<file path="src/rtl/core/bdm_pkg.sv">
// shared types and constants for the button debouncer with multi-press and long-hold
`default_nettype none
package bdm_pkg;

  localparam int unsigned TimeW     = 32;
  localparam int unsigned DebounceW = 16;
  localparam int unsigned WindowW   = 16;
  localparam int unsigned HoldW     = 20;
  localparam int unsigned CountW    = 8;
  localparam int unsigned CfgDataW  = 20;
  localparam int unsigned CfgIdxW   = 2;

  localparam logic [DebounceW-1:0] DebounceReset = 16'd50;
  localparam logic [WindowW-1:0]   WindowReset   = 16'd400;
  localparam logic [HoldW-1:0]     HoldReset     = 20'd5000;
  localparam logic [CountW-1:0]    CountMax      = 8'd255;

  // configuration register indexes
  localparam logic [CfgIdxW-1:0] CfgDebounce = 2'd0;
  localparam logic [CfgIdxW-1:0] CfgWindow   = 2'd1;
  localparam logic [CfgIdxW-1:0] CfgLongHold = 2'd2;

  typedef enum logic [2:0] {
    EV_NONE   = 3'd0,
    EV_SINGLE = 3'd1,
    EV_DOUBLE = 3'd2,
    EV_MULTI  = 3'd3,
    EV_HOLD   = 3'd4
  } event_kind_e;

  typedef struct packed {
    logic [TimeW-1:0] now_ms;
    logic             button_level;
  } in_item_t;

  typedef struct packed {
    event_kind_e       event_kind;
    logic [CountW-1:0] press_count;
    logic              stable_level;
  } out_item_t;

  typedef struct packed {
    logic [DebounceW-1:0] debounce_ms;
    logic [WindowW-1:0]   multi_press_window_ms;
    logic [HoldW-1:0]     long_hold_ms;
  } cfg_t;

  typedef struct packed {
    logic              raw_seen;
    logic              debounced;
    logic [TimeW-1:0]  change_time;
    logic [TimeW-1:0]  press_start_time;
    logic [TimeW-1:0]  release_time;
    logic [CountW-1:0] short_count;
    logic              hold_reported;
  } state_t;

endpackage
`default_nettype wire

</file>
<file path="src/rtl/core/bdm_step.sv">
// next-state and result logic for one button poll
`default_nettype none
module bdm_step (
  input  bdm_pkg::cfg_t      cfg_i,
  input  bdm_pkg::state_t    state_i,
  input  bdm_pkg::in_item_t  item_i,
  output bdm_pkg::state_t    state_o,
  output bdm_pkg::out_item_t result_o
);
  import bdm_pkg::*;

  logic [TimeW-1:0]  d_change, d_press, d_release;
  logic              same_level, fire, fire_press, fire_release;
  logic              held_short, count_release, in_window, hold_fire, report;
  logic              hold_after_press;
  logic [CountW-1:0] count_after_release, count_after_hold;

  // all differences against registered state, taken in parallel
  assign d_change  = item_i.now_ms - state_i.change_time;
  assign d_press   = item_i.now_ms - state_i.press_start_time;
  assign d_release = item_i.now_ms - state_i.release_time;

  // a raw change restarts the timer, so it can never debounce on the same poll
  assign same_level   = (item_i.button_level == state_i.raw_seen);
  assign fire         = same_level && (state_i.debounced != state_i.raw_seen) &&
                        (d_change > {{(TimeW-DebounceW){1'b0}}, cfg_i.debounce_ms});
  assign fire_press   = fire && !state_i.raw_seen;
  assign fire_release = fire && state_i.raw_seen;

  assign held_short    = d_press < {{(TimeW-HoldW){1'b0}}, cfg_i.long_hold_ms};
  assign count_release = fire_release && !state_i.hold_reported && held_short;
  assign in_window     = d_release <= {{(TimeW-WindowW){1'b0}}, cfg_i.multi_press_window_ms};

  always_comb begin
    count_after_release = state_i.short_count;
    if (count_release) begin
      if (!in_window) begin
        count_after_release = CountW'(1);
      end else if (state_i.short_count != CountMax) begin
        count_after_release = state_i.short_count + CountW'(1);
      end
    end
  end

  assign hold_after_press = fire_press ? 1'b0 : state_i.hold_reported;

  // on a fresh press the hold time is zero, so only a zero limit fires at once
  assign hold_fire = !(fire ? state_i.raw_seen : state_i.debounced) && !hold_after_press &&
                     (fire_press ? (cfg_i.long_hold_ms == '0) : !held_short);

  assign count_after_hold = hold_fire ? '0 : count_after_release;

  // a counted release resets the gap to zero, which is never past the window
  assign report = (fire ? state_i.raw_seen : state_i.debounced) &&
                  (count_after_hold != '0) && !count_release && !in_window;

  always_comb begin
    state_o                  = state_i;
    state_o.raw_seen         = item_i.button_level;
    if (!same_level || fire) begin
      state_o.change_time    = item_i.now_ms;
    end
    if (fire) begin
      state_o.debounced      = state_i.raw_seen;
    end
    if (fire_press) begin
      state_o.press_start_time = item_i.now_ms;
    end
    if (count_release) begin
      state_o.release_time   = item_i.now_ms;
    end
    state_o.hold_reported    = hold_fire ? 1'b1 : hold_after_press;
    state_o.short_count      = report ? '0 : count_after_hold;
  end

  always_comb begin
    result_o.event_kind   = EV_NONE;
    result_o.press_count  = '0;
    result_o.stable_level = state_o.debounced;
    if (hold_fire) begin
      result_o.event_kind = EV_HOLD;
    end else if (report) begin
      result_o.press_count = count_after_hold;
      case (count_after_hold)
        CountW'(1): result_o.event_kind = EV_SINGLE;
        CountW'(2): result_o.event_kind = EV_DOUBLE;
        default:    result_o.event_kind = EV_MULTI;
      endcase
    end
  end

endmodule
`default_nettype wire

</file>
<file path="src/rtl/core/button_debounce_multipress_longhold.sv">
// top level: button debouncer with multi-press counting and long-hold detection
// path: an accepted input beat is held in the input register, its result in the result register
// throughput: one poll per cycle while the result register is not stalled; the state update is
// a single pass of subtract/compare logic between the input register and the result register
// reset: async active low; debounced and raw levels released, times and count zero,
// config back to debounce 50, window 400, long hold 5000
`default_nettype none
module button_debounce_multipress_longhold (
  input  wire                        clk_i,
  input  wire                        rst_ni,
  input  wire                        in_valid_i,
  output logic                       in_stall_o,
  input  bdm_pkg::in_item_t          in_item_i,
  output logic                       out_valid_o,
  input  wire                        out_stall_i,
  output bdm_pkg::out_item_t         out_item_o,
  input  wire                        cfg_we_i,
  input  wire [bdm_pkg::CfgIdxW-1:0] cfg_idx_i,
  input  wire [bdm_pkg::CfgDataW-1:0] cfg_wdata_i
);
  import bdm_pkg::*;

  cfg_t      cfg_q;
  state_t    state_q, state_d;
  in_item_t  in_item_q;
  logic      in_valid_q;
  out_item_t out_item_q, result_d;
  logic      out_valid_q;
  logic      out_hold;   // result register full and not drained this cycle
  logic      advance;    // input beat moves through the step logic

  assign out_hold   = out_valid_q && out_stall_i;
  assign in_stall_o = in_valid_q && out_hold;
  assign advance    = in_valid_q && !out_hold;

  // configuration registers, plain write port
  always_ff @(posedge clk_i or negedge rst_ni) begin
    if (!rst_ni) begin
      cfg_q.debounce_ms           <= DebounceReset;
      cfg_q.multi_press_window_ms <= WindowReset;
      cfg_q.long_hold_ms          <= HoldReset;
    end else if (cfg_we_i) begin
      case (cfg_idx_i)
        CfgDebounce: cfg_q.debounce_ms           <= cfg_wdata_i[DebounceW-1:0];
        CfgWindow:   cfg_q.multi_press_window_ms <= cfg_wdata_i[WindowW-1:0];
        CfgLongHold: cfg_q.long_hold_ms          <= cfg_wdata_i[HoldW-1:0];
        default: ;   // unknown index ignored
      endcase
    end
  end

  // input register: takes a beat when empty or when its beat moves on
  always_ff @(posedge clk_i or negedge rst_ni) begin
    if (!rst_ni) begin
      in_valid_q <= 1'b0;
    end else if (!in_stall_o) begin
      in_valid_q <= in_valid_i;
    end
  end

  always_ff @(posedge clk_i) begin
    if (in_valid_i && !in_stall_o) begin
      in_item_q <= in_item_i;
    end
  end

  bdm_step u_step (
    .cfg_i    (cfg_q),
    .state_i  (state_q),
    .item_i   (in_item_q),
    .state_o  (state_d),
    .result_o (result_d)
  );

  // debounce / press tracking state, updated once per poll
  always_ff @(posedge clk_i or negedge rst_ni) begin
    if (!rst_ni) begin
      state_q.raw_seen         <= 1'b1;
      state_q.debounced        <= 1'b1;
      state_q.change_time      <= '0;
      state_q.press_start_time <= '0;
      state_q.release_time     <= '0;
      state_q.short_count      <= '0;
      state_q.hold_reported    <= 1'b0;
    end else if (advance) begin
      state_q <= state_d;
    end
  end

  // result register
  always_ff @(posedge clk_i or negedge rst_ni) begin
    if (!rst_ni) begin
      out_valid_q <= 1'b0;
    end else if (!out_hold) begin
      out_valid_q <= in_valid_q;
    end
  end

  always_ff @(posedge clk_i) begin
    if (advance) begin
      out_item_q <= result_d;
    end
  end

  assign out_valid_o = out_valid_q;
  assign out_item_o  = out_item_q;

`ifndef SYNTHESIS
  // long hold only while the button is down and never carries a count
  assert property (@(posedge clk_i) disable iff (!rst_ni)
    out_valid_o && out_item_o.event_kind == EV_HOLD |->
      !out_item_o.stable_level && out_item_o.press_count == '0)
    else $error("long-hold beat with level up or nonzero count");

  // press reports only with the button up and a nonzero count
  assert property (@(posedge clk_i) disable iff (!rst_ni)
    out_valid_o && (out_item_o.event_kind == EV_SINGLE ||
                    out_item_o.event_kind == EV_DOUBLE ||
                    out_item_o.event_kind == EV_MULTI) |->
      out_item_o.stable_level && out_item_o.press_count != '0)
    else $error("press report with level down or zero count");

  // count field is zero on beats without a press pattern
  assert property (@(posedge clk_i) disable iff (!rst_ni)
    out_valid_o && out_item_o.event_kind == EV_NONE |-> out_item_o.press_count == '0)
    else $error("count on a beat without event");

  // state only moves when a poll passes through the step logic
  assert property (@(posedge clk_i) disable iff (!rst_ni)
    !advance |=> $stable(state_q))
    else $error("state changed without a poll");
`endif

endmodule
`default_nettype wire

</file>
<file path="config.mk">
export PLATFORM = sky130hd
export DESIGN_NAME = button_debounce_multipress_longhold
export DESIGN_NICKNAME = d
export VERILOG_FILES = /design/src/rtl/core/bdm_pkg.sv /design/src/rtl/core/bdm_step.sv /design/src/rtl/core/button_debounce_multipress_longhold.sv
export SDC_FILE = /design/constraint.sdc
export NUM_CORES = 1
export LEC_CHECK = 0
export BUFFER_PORTS_ARGS = -buffer_cell sky130_fd_sc_hd__buf_2
export CAP_MARGIN = 40
export CORE_UTILIZATION = 55
export DETAILED_ROUTE_END_ITERATION = 8
export GPL_ROUTABILITY_DRIVEN = 0
export PLACE_DENSITY = 0.81
export SLEW_MARGIN = 30
export SYNTH_ARGS = -nofsm -noshare
export SYNTH_HDL_FRONTEND = slang
export SYNTH_SLANG_ARGS = --single-unit
</file>
<file path="constraint.sdc">
create_clock -name clk_i -period 5.7 [get_ports clk_i]
set_clock_uncertainty 0.1 [all_clocks]
set_input_delay 0.855 -clock clk_i [delete_from_list [all_inputs] [get_ports clk_i]]
set_output_delay 0.855 -clock clk_i [all_outputs]
set_load 0.005 [all_outputs]
</file>
==> results of run 1 <==
## worst reg2reg max path, cell delays in order (launching register included)
cell,delay (ns)
dfrtp_1,0.42
ha_4,0.19
fa_2,0.38
nand2b_4,0.17
a21oi_4,0.13
o21ai_2,0.09
a21oi_2,0.17
buf_4,0.14
a21o_1,0.14
a21oi_2,0.07
xnor2_1,0.14
ha_1,0.30
nand4_1,0.19
buf_4,0.21
nor4_4,0.17
nand2_1,0.16
a2111oi_4,0.32
buf_4,0.17
o2111ai_1,0.09
or4_1,0.43
or4_4,0.59
a211oi_4,0.44
a21bo_2,0.28
o21ai_2,0.05
## through the flow
step	power, mW	worst slack, ns	setup TNS [ns]	util
floorplan	4.749	0.3350	0	-
global placement	5.492	-0.06260	-0.1407	0.5961
detailed placement	5.658	-0.2335	-2.991	0.5966
CTS	7.275	0.07162	0	0.6284
global route	7.869	-0.09257	-0.3387	0.6355
finish	7.362	0.1054	0	0.6355
## Yosys cell counts, types with 29 or more instances
| library cell | number |
|---|---|
| a21o_1 | 37 |
| a21oi_1 | 125 |
| clkbuf_1 | 57 |
| dfrtp_1 | 148 |
| edfxtp_1 | 45 |
| ha_1 | 145 |
| inv_1 | 172 |
| mux2_2 | 44 |
| nand2_1 | 234 |
| nand3_1 | 40 |
| nand4_1 | 32 |
| nor2_1 | 86 |
| o21ai_0 | 177 |
| xnor2_1 | 44 |
| xor2_1 | 29 |
## repair_timing
| item | 4_1_cts | 5_1_grt |
|---|---|---|
| buffers inserted | 1 | 5 |
| gates resized for setup | 6 | 22 |
| endpoints found under the setup margin | 18 | 39 |
| pin swaps | 3 | 19 |
## worst max-delay path by stage
stage | startpoint | endpoint | slack, ns | cells past startpoint
finish | state_q[9]$_DFFE_PN0P_ | state_q[3]$_DFFE_PN0P_ | 0.11 | 23
detailed placement | in_item_q[1]$_DFFE_PP_ | state_q[3]$_DFFE_PN0P_ | -0.23 | 23
CTS | in_item_q[1]$_DFFE_PP_ | state_q[1]$_DFFE_PN0P_ | 0.07 | 24
global route | in_item_q[1]$_DFFE_PP_ | state_q[3]$_DFFE_PN0P_ | -0.09 | 24
global placement | in_item_q[1]$_DFFE_PP_ | state_q[3]$_DFFE_PN0P_ | -0.06 | 23
floorplan | in_item_q[1]$_DFFE_PP_ | state_q[3]$_DFFE_PN0P_ | 0.33 | 22
## state kept, by name, summed over array words and instances, names as in the netlist
signal       flops
in_item_q       33
out_valid_o      1
in_valid_q       1
state_q        107
out_item_o      12
cfg_q           52
## routing by layer
layer	vias up	routed length, um	track usage	share of wire
li1	6460	-	-	-
met5	-	0	0	0
met1	6385	16620	0.3573	0.42
met3	138	2785	0.03338	0.071
met4	0	1649	0.1233	0.042
met2	568	18350	0.4612	0.47
## cell type report
type,count,area [um2],share of cell area
Clock buffer,33,725.7,0.04237
Clock inverter,11,100.1,0.005844
Inverter,173,649.4,0.03791
Multi-Input combinational cell,1313,8967,0.5236
Sequential cell,206,5396,0.3151
Tap cell,341,426.7,0.02491
Timing Repair Buffer,131,862.1,0.05033
## power by group through the flow
stage	Sequential (mW)	Combinational [mW]	Clock [mW]
6_report	2.00	3.79	1.58
5_1_grt	2.03	4.18	1.65
4_1_cts	2.00	3.69	1.59
3_5_place_dp	2.02	3.64	0
3_3_place_gp	2.01	3.49	0
2_1_floorplan	1.97	2.78	0
## kinds of logic after synthesis
kind of cell	synth area share
AO/OA/AOI/OAI	0.2085
XOR/XNOR	0.04223
buffers and inverters	0.06082
flip-flops	0.3564
multiplexers	0.03801
AND/OR/NAND/NOR	0.1702
adder cells (fa/ha/maj)	0.1238
==> out/results.ini, run 1 <==
[status]
run_status = finished clean

[sta]
min_period_ns = 5.595
whs_ns = 0.1854
post-route-period-util = 0.9815
slew_viol_final = 0
setup_violations = 0
hold_violations = 0
fmax_mhz = 178.7
tightest_slew_ns = 0.8322
slew_headroom = 0.4438

[global_routing]
grt_pass1_vias = 12984
track_usage = 0.2751
grt_pass1_wl_mm = 62.56
grt-ovfl-total = 0
grt_max_degree = 64
antenna_found_initial = 0

[setup_path]
critPathCaptureType = register
path_buf_inv = 3
cp.arrival_ns = 5.94
r2r_end = state_q[3]$_DFFE_PN0P_
timing.critical_path.mode_cell = buf_4
crit_type = register to register
critical_path.max_stage_delay_ns = 0.59
start_kind = register
crit_fanout = 8
required_ns = 6.05
critPathTopFamily = compound AO/OA/AOI/OAI gates
worstReg2RegStart = state_q[9]$_DFFE_PN0P_
crit_path_cell_trace = ha_4, fa_2, nand2b_4, a21oi_4, o21ai_2, a21oi_2, buf_4, a21o_1, a21oi_2, xnor2_1, ha_1, nand4_1, buf_4, nor4_4, nand2_1, a2111oi_4, buf_4, o2111ai_1, or4_1, or4_4, a211oi_4, a21bo_2, o21ai_2
slowest_stage = or4_4
worst_r2r_path_depth = 23
rrSetupSlack_ns = 0.11

[die]
dieWidth_um = 167.9
io-pin-count = 74
start_util = 0.5618
die_h_um = 167.9
coreArea_mm2 = 0.02695
dieArea_mm2 = 0.02820
rows = 60

[logic_synthesis]
async_flop_share = 0.7816
netlist_top_cells_area = dfrtp_1 (24%), ha_1 (12%), edfxtp_1 (8.9%), o21ai_0 (5.9%), nand2_1 (5.8%)
yosys.area.top_type_share = 0.2446
synth_area_mm2 = 0.01514
synthFlopType = dfrtp_1
ys_types = 87
synth.yosys.seq_area_share = 0.3564
syn_inst = 1759
synth.avg_cell_area_um2 = 8.608
synth_top_area_cell = dfrtp_1
synth_edf_count = 45
ys_warn_count = 0
synthesis.nets = 1967
synth_seq_cells = 206

[place]
place_area_mm2 = 0.01608
port_buffers = 73
dpl.cell_count = 2154
place_hpwl_mm = 29.69

[detailed_routing]
antenna_left = 0
drt-initial-drc-count = 1026
vias_per_cell = 6.137
routedWlPerCell_um = 17.84
drcViolationCount = 0
drt-total-wl_mm = 39.40
dr.pass1.iters = 6
vias = 13551

[clock_network]
path_clk_slew_ns = 0.06
h-tree-depth = 1
cts.sinks = 206
root_buffer = clkbuf_16
ctsHoldBuffers = 0
cts_tree = done
clockBufferDepth = 3
cts_made_buffers = 24
clkLatencyLatePin_ns = 0.53

[power]
p_per_area_mw_per_mm2 = 429.8
leakagePower_nw = 7.823
swShare = 0.4136
power_switching_mw = 3.044
power_frac_comb = 0.514
p_int_mw = 4.317
power_frac_seq = 0.271
power.share.clock = 0.214
peakVddDrop_v = 0.0002514

[finish]
syn_to_final_growth_pct = 13.12
fin_cells = 2208
final_cell_area_mm2 = 0.01713
n_antenna_cell = 0
drive_gt1_frac = 0.1473
final_cell_mix = nand2_1 (233), o21ai_0 (174), inv_1 (171)
mostFrequentLayoutCell = nand2_1
fill_cells = 2115
nNetsFinal = 2057

[hold_path]
min_path_type = input pin to async pin

[flow_run]
maxCapViolCount = 0

Power figures use the tool's default switching activity.
==> run 2, diff against run 1 <==
--- a/config.mk
+++ b/config.mk
@@ -5,12 +5,12 @@
 export SDC_FILE = /design/constraint.sdc
 export NUM_CORES = 1
 export LEC_CHECK = 0
-export BUFFER_PORTS_ARGS = -buffer_cell sky130_fd_sc_hd__buf_2
 export CAP_MARGIN = 40
 export CORE_UTILIZATION = 55
 export DETAILED_ROUTE_END_ITERATION = 8
+export DONT_BUFFER_PORTS = 1
 export GPL_ROUTABILITY_DRIVEN = 0
-export PLACE_DENSITY = 0.81
+export PLACE_DENSITY = 0.78
 export SLEW_MARGIN = 30
 export SYNTH_ARGS = -nofsm -noshare
 export SYNTH_HDL_FRONTEND = slang
==> constraint.sdc (replaced) <==
create_clock -name clk_i -period 5.7 [get_ports clk_i]
set_clock_uncertainty 0.1 [all_clocks]
set_input_delay 0.285 -clock clk_i [delete_from_list [all_inputs] [get_ports clk_i]]
set_output_delay 0.285 -clock clk_i [all_outputs]
set_load 0.005 [all_outputs]
==> run 2 against run 1 <==
Effect of this change:
- sequential cell count did not move
- via count rose by 0.14%
- global-route usage rose by 0.51 points
- clock power fell by 4%
- highest routed layer is now met5
- non-clock buffer count fell by 17
- sequential power barely moved
- clock-buffer cell count rose by 5
- critical path depth rose by 1
==> out/results.ini, run 2 (synthesis gave the netlist of run 1 again) <==
[status]
run_status = finished clean

[die]
rows = 60
start_util = 0.5618
coreArea_mm2 = 0.02695
dieArea_mm2 = 0.02820
dieWidth_um = 167.9
io-pin-count = 74
die_h_um = 167.9

[power]
swShare = 0.4137
p_int_mw = 4.289
power_frac_comb = 0.518
power_switching_mw = 3.026
p_per_area_mw_per_mm2 = 424.1
finalPower_mw = 7.315
leakagePower_nw = 7.741
power.share.clock = 0.208
power_frac_seq = 0.274
peakVddDrop_v = 0.0002657

[setup_path]
critical_path.max_stage_delay_ns = 0.60
start_kind = register
slowest_stage = or4_4
cp.arrival_ns = 5.90
crit_type = register to register
rrSetupSlack_ns = 0.14
critPathCaptureType = register
crit_fanout = 8
required_ns = 6.04
crit_path_cell_trace = inv_2, ha_4, fa_2, nand2b_4, a21oi_4, o21ai_2, a21oi_2, nand3_1, a32oi_1, xor2_1, ha_1, buf_4, nand2_1, nor2_1, a2111oi_2, nand2_1, a2111oi_2, buf_4, o2111ai_1, or4_4, or4_4, a211oi_4, a21bo_2, o21ai_2

[finish]
final_cell_area_mm2 = 0.01725
syn_to_final_growth_pct = 13.91
nNetsFinal = 2040
reg_top3 = state_q x107, cfg_q x52, in_item_q x33
n_antenna_cell = 0
mostFrequentLayoutCell = nand2_1
largest_reg_flops = 107
final_util = 0.6399
drive_gt1_frac = 0.1038
final_cell_mix = nand2_1 (234), o21ai_0 (175), inv_1 (171)
regMostFlops = state_q

[detailed_routing]
drcViolationCount = 0
routedWlPerCell_um = 18.16
drt-total-wl_mm = 39.79
vias = 13570
vias_per_cell = 6.194
dr.pass1.iters = 6
drt-initial-drc-count = 1056
antenna_left = 0

[global_routing]
antenna_found_initial = 1
track_usage = 0.2802
grt_max_degree = 162
grt_pass1_wl_mm = 64.09
grt_pass1_vias = 12959
grt-ovfl-total = 0

[sta]
tightest_slew_ns = 0.9975
slew_viol_final = 0
setup_violations = 0
hold_violations = 0
fmax_mhz = 179.9
whs_ns = 0.06198
timing.final.ws_setup_ns = 0.1404
slew_headroom = 0.3333
min_period_ns = 5.560
post-route-period-util = 0.9754

[clock_network]
cts.sinks = 206
root_buffer = clkbuf_16
clockBufferDepth = 3
path_clk_slew_ns = 0.06
clkLatencyLatePin_ns = 0.53
cts_tree = done
h-tree-depth = 1
cts_made_buffers = 24

[place]
preCtsSetupSlack_ns = -0.2063
place_area_mm2 = 0.01571
port_buffers = 0
place_hpwl_mm = 28.92

[hold_path]
min_path_type = input pin to register

[flow_run]
maxCapViolCount = 0

run 2: final timing paths:
kind	startpoint	endpoint	cells past startpoint
max	in_item_q[1]$_DFFE_PP_	state_q[3]$_DFFE_PN0P_	24
min	cfg_idx_i[0]	cfg_q[41]$_DFFE_PN1P_	4
max reg2reg	in_item_q[1]$_DFFE_PP_	state_q[3]$_DFFE_PN0P_	24
min reg2reg	in_valid_q$_DFFE_PN0N_	out_valid_o$_DFFE_PN0N_	1
max in group asynchronous	rst_ni	cfg_q[50]$_DFFE_PN0P_	2
min in group asynchronous	rst_ni	state_q[36]$_DFFE_PN0P_	2
run 2: stage by stage:
stage,cells,setup TNS [ns]
global route,2191,-0.1148
global placement,2080,-0.3288
detailed placement,2081,-1.713
finish,2191,0
CTS,2184,0
floorplan,1759,0
run 2: critical path, delay by kind of cell, from the launching register on:
kind	cells	cell delay, ns
xor gates and xnor gates	1	0.18
buffers and inverters	3	0.39
and+or+nand+nor	7	1.52
DFF	1	0.40
AOI/OAI and AO/OA	10	2.07
adders and majority gates	3	0.80
run 2: what timing repair did:
item | CTS | global route
setup endpoints to repair | 18 | 21
hold buffers | 58 | 0
setup buffers | 1 | 5
pin swaps | 2 | 17
endpoints found under the hold margin | 248 | 0
gates resized for setup | 5 | 17
run 2: layer usage:
layer,share of wire,track usage,wire [um]
met3,0.072,0.03573,2865
met5,0.00020,0,8
met4,0.047,0.1209,1854
met2,0.46,0.4607,18130
met1,0.43,0.3722,16930
run 2: cell type report:
cell class	instances	area (um2)
Fill cell	2151	9704
Multi-Input combinational cell	1313	8924
Sequential cell	206	5396
Timing Repair Buffer	114	1067
Clock buffer	38	724.4
Inverter	173	649.4
Tap cell	341	426.7
Clock inverter	6	58.81
run 2: power groups by stage:
| stage | clock, mW | combinational [mW] | sequential, mW |
|---|---|---|---|
| 6_report | 1.52 | 3.79 | 2.00 |
| 4_1_cts | 1.55 | 3.67 | 2.00 |
| 5_1_grt | 1.61 | 4.19 | 2.04 |
| 3_3_place_gp | 0 | 3.43 | 2.01 |
| 3_5_place_dp | 0 | 3.57 | 2.02 |
| 2_1_floorplan | 0 | 2.78 | 1.97 |
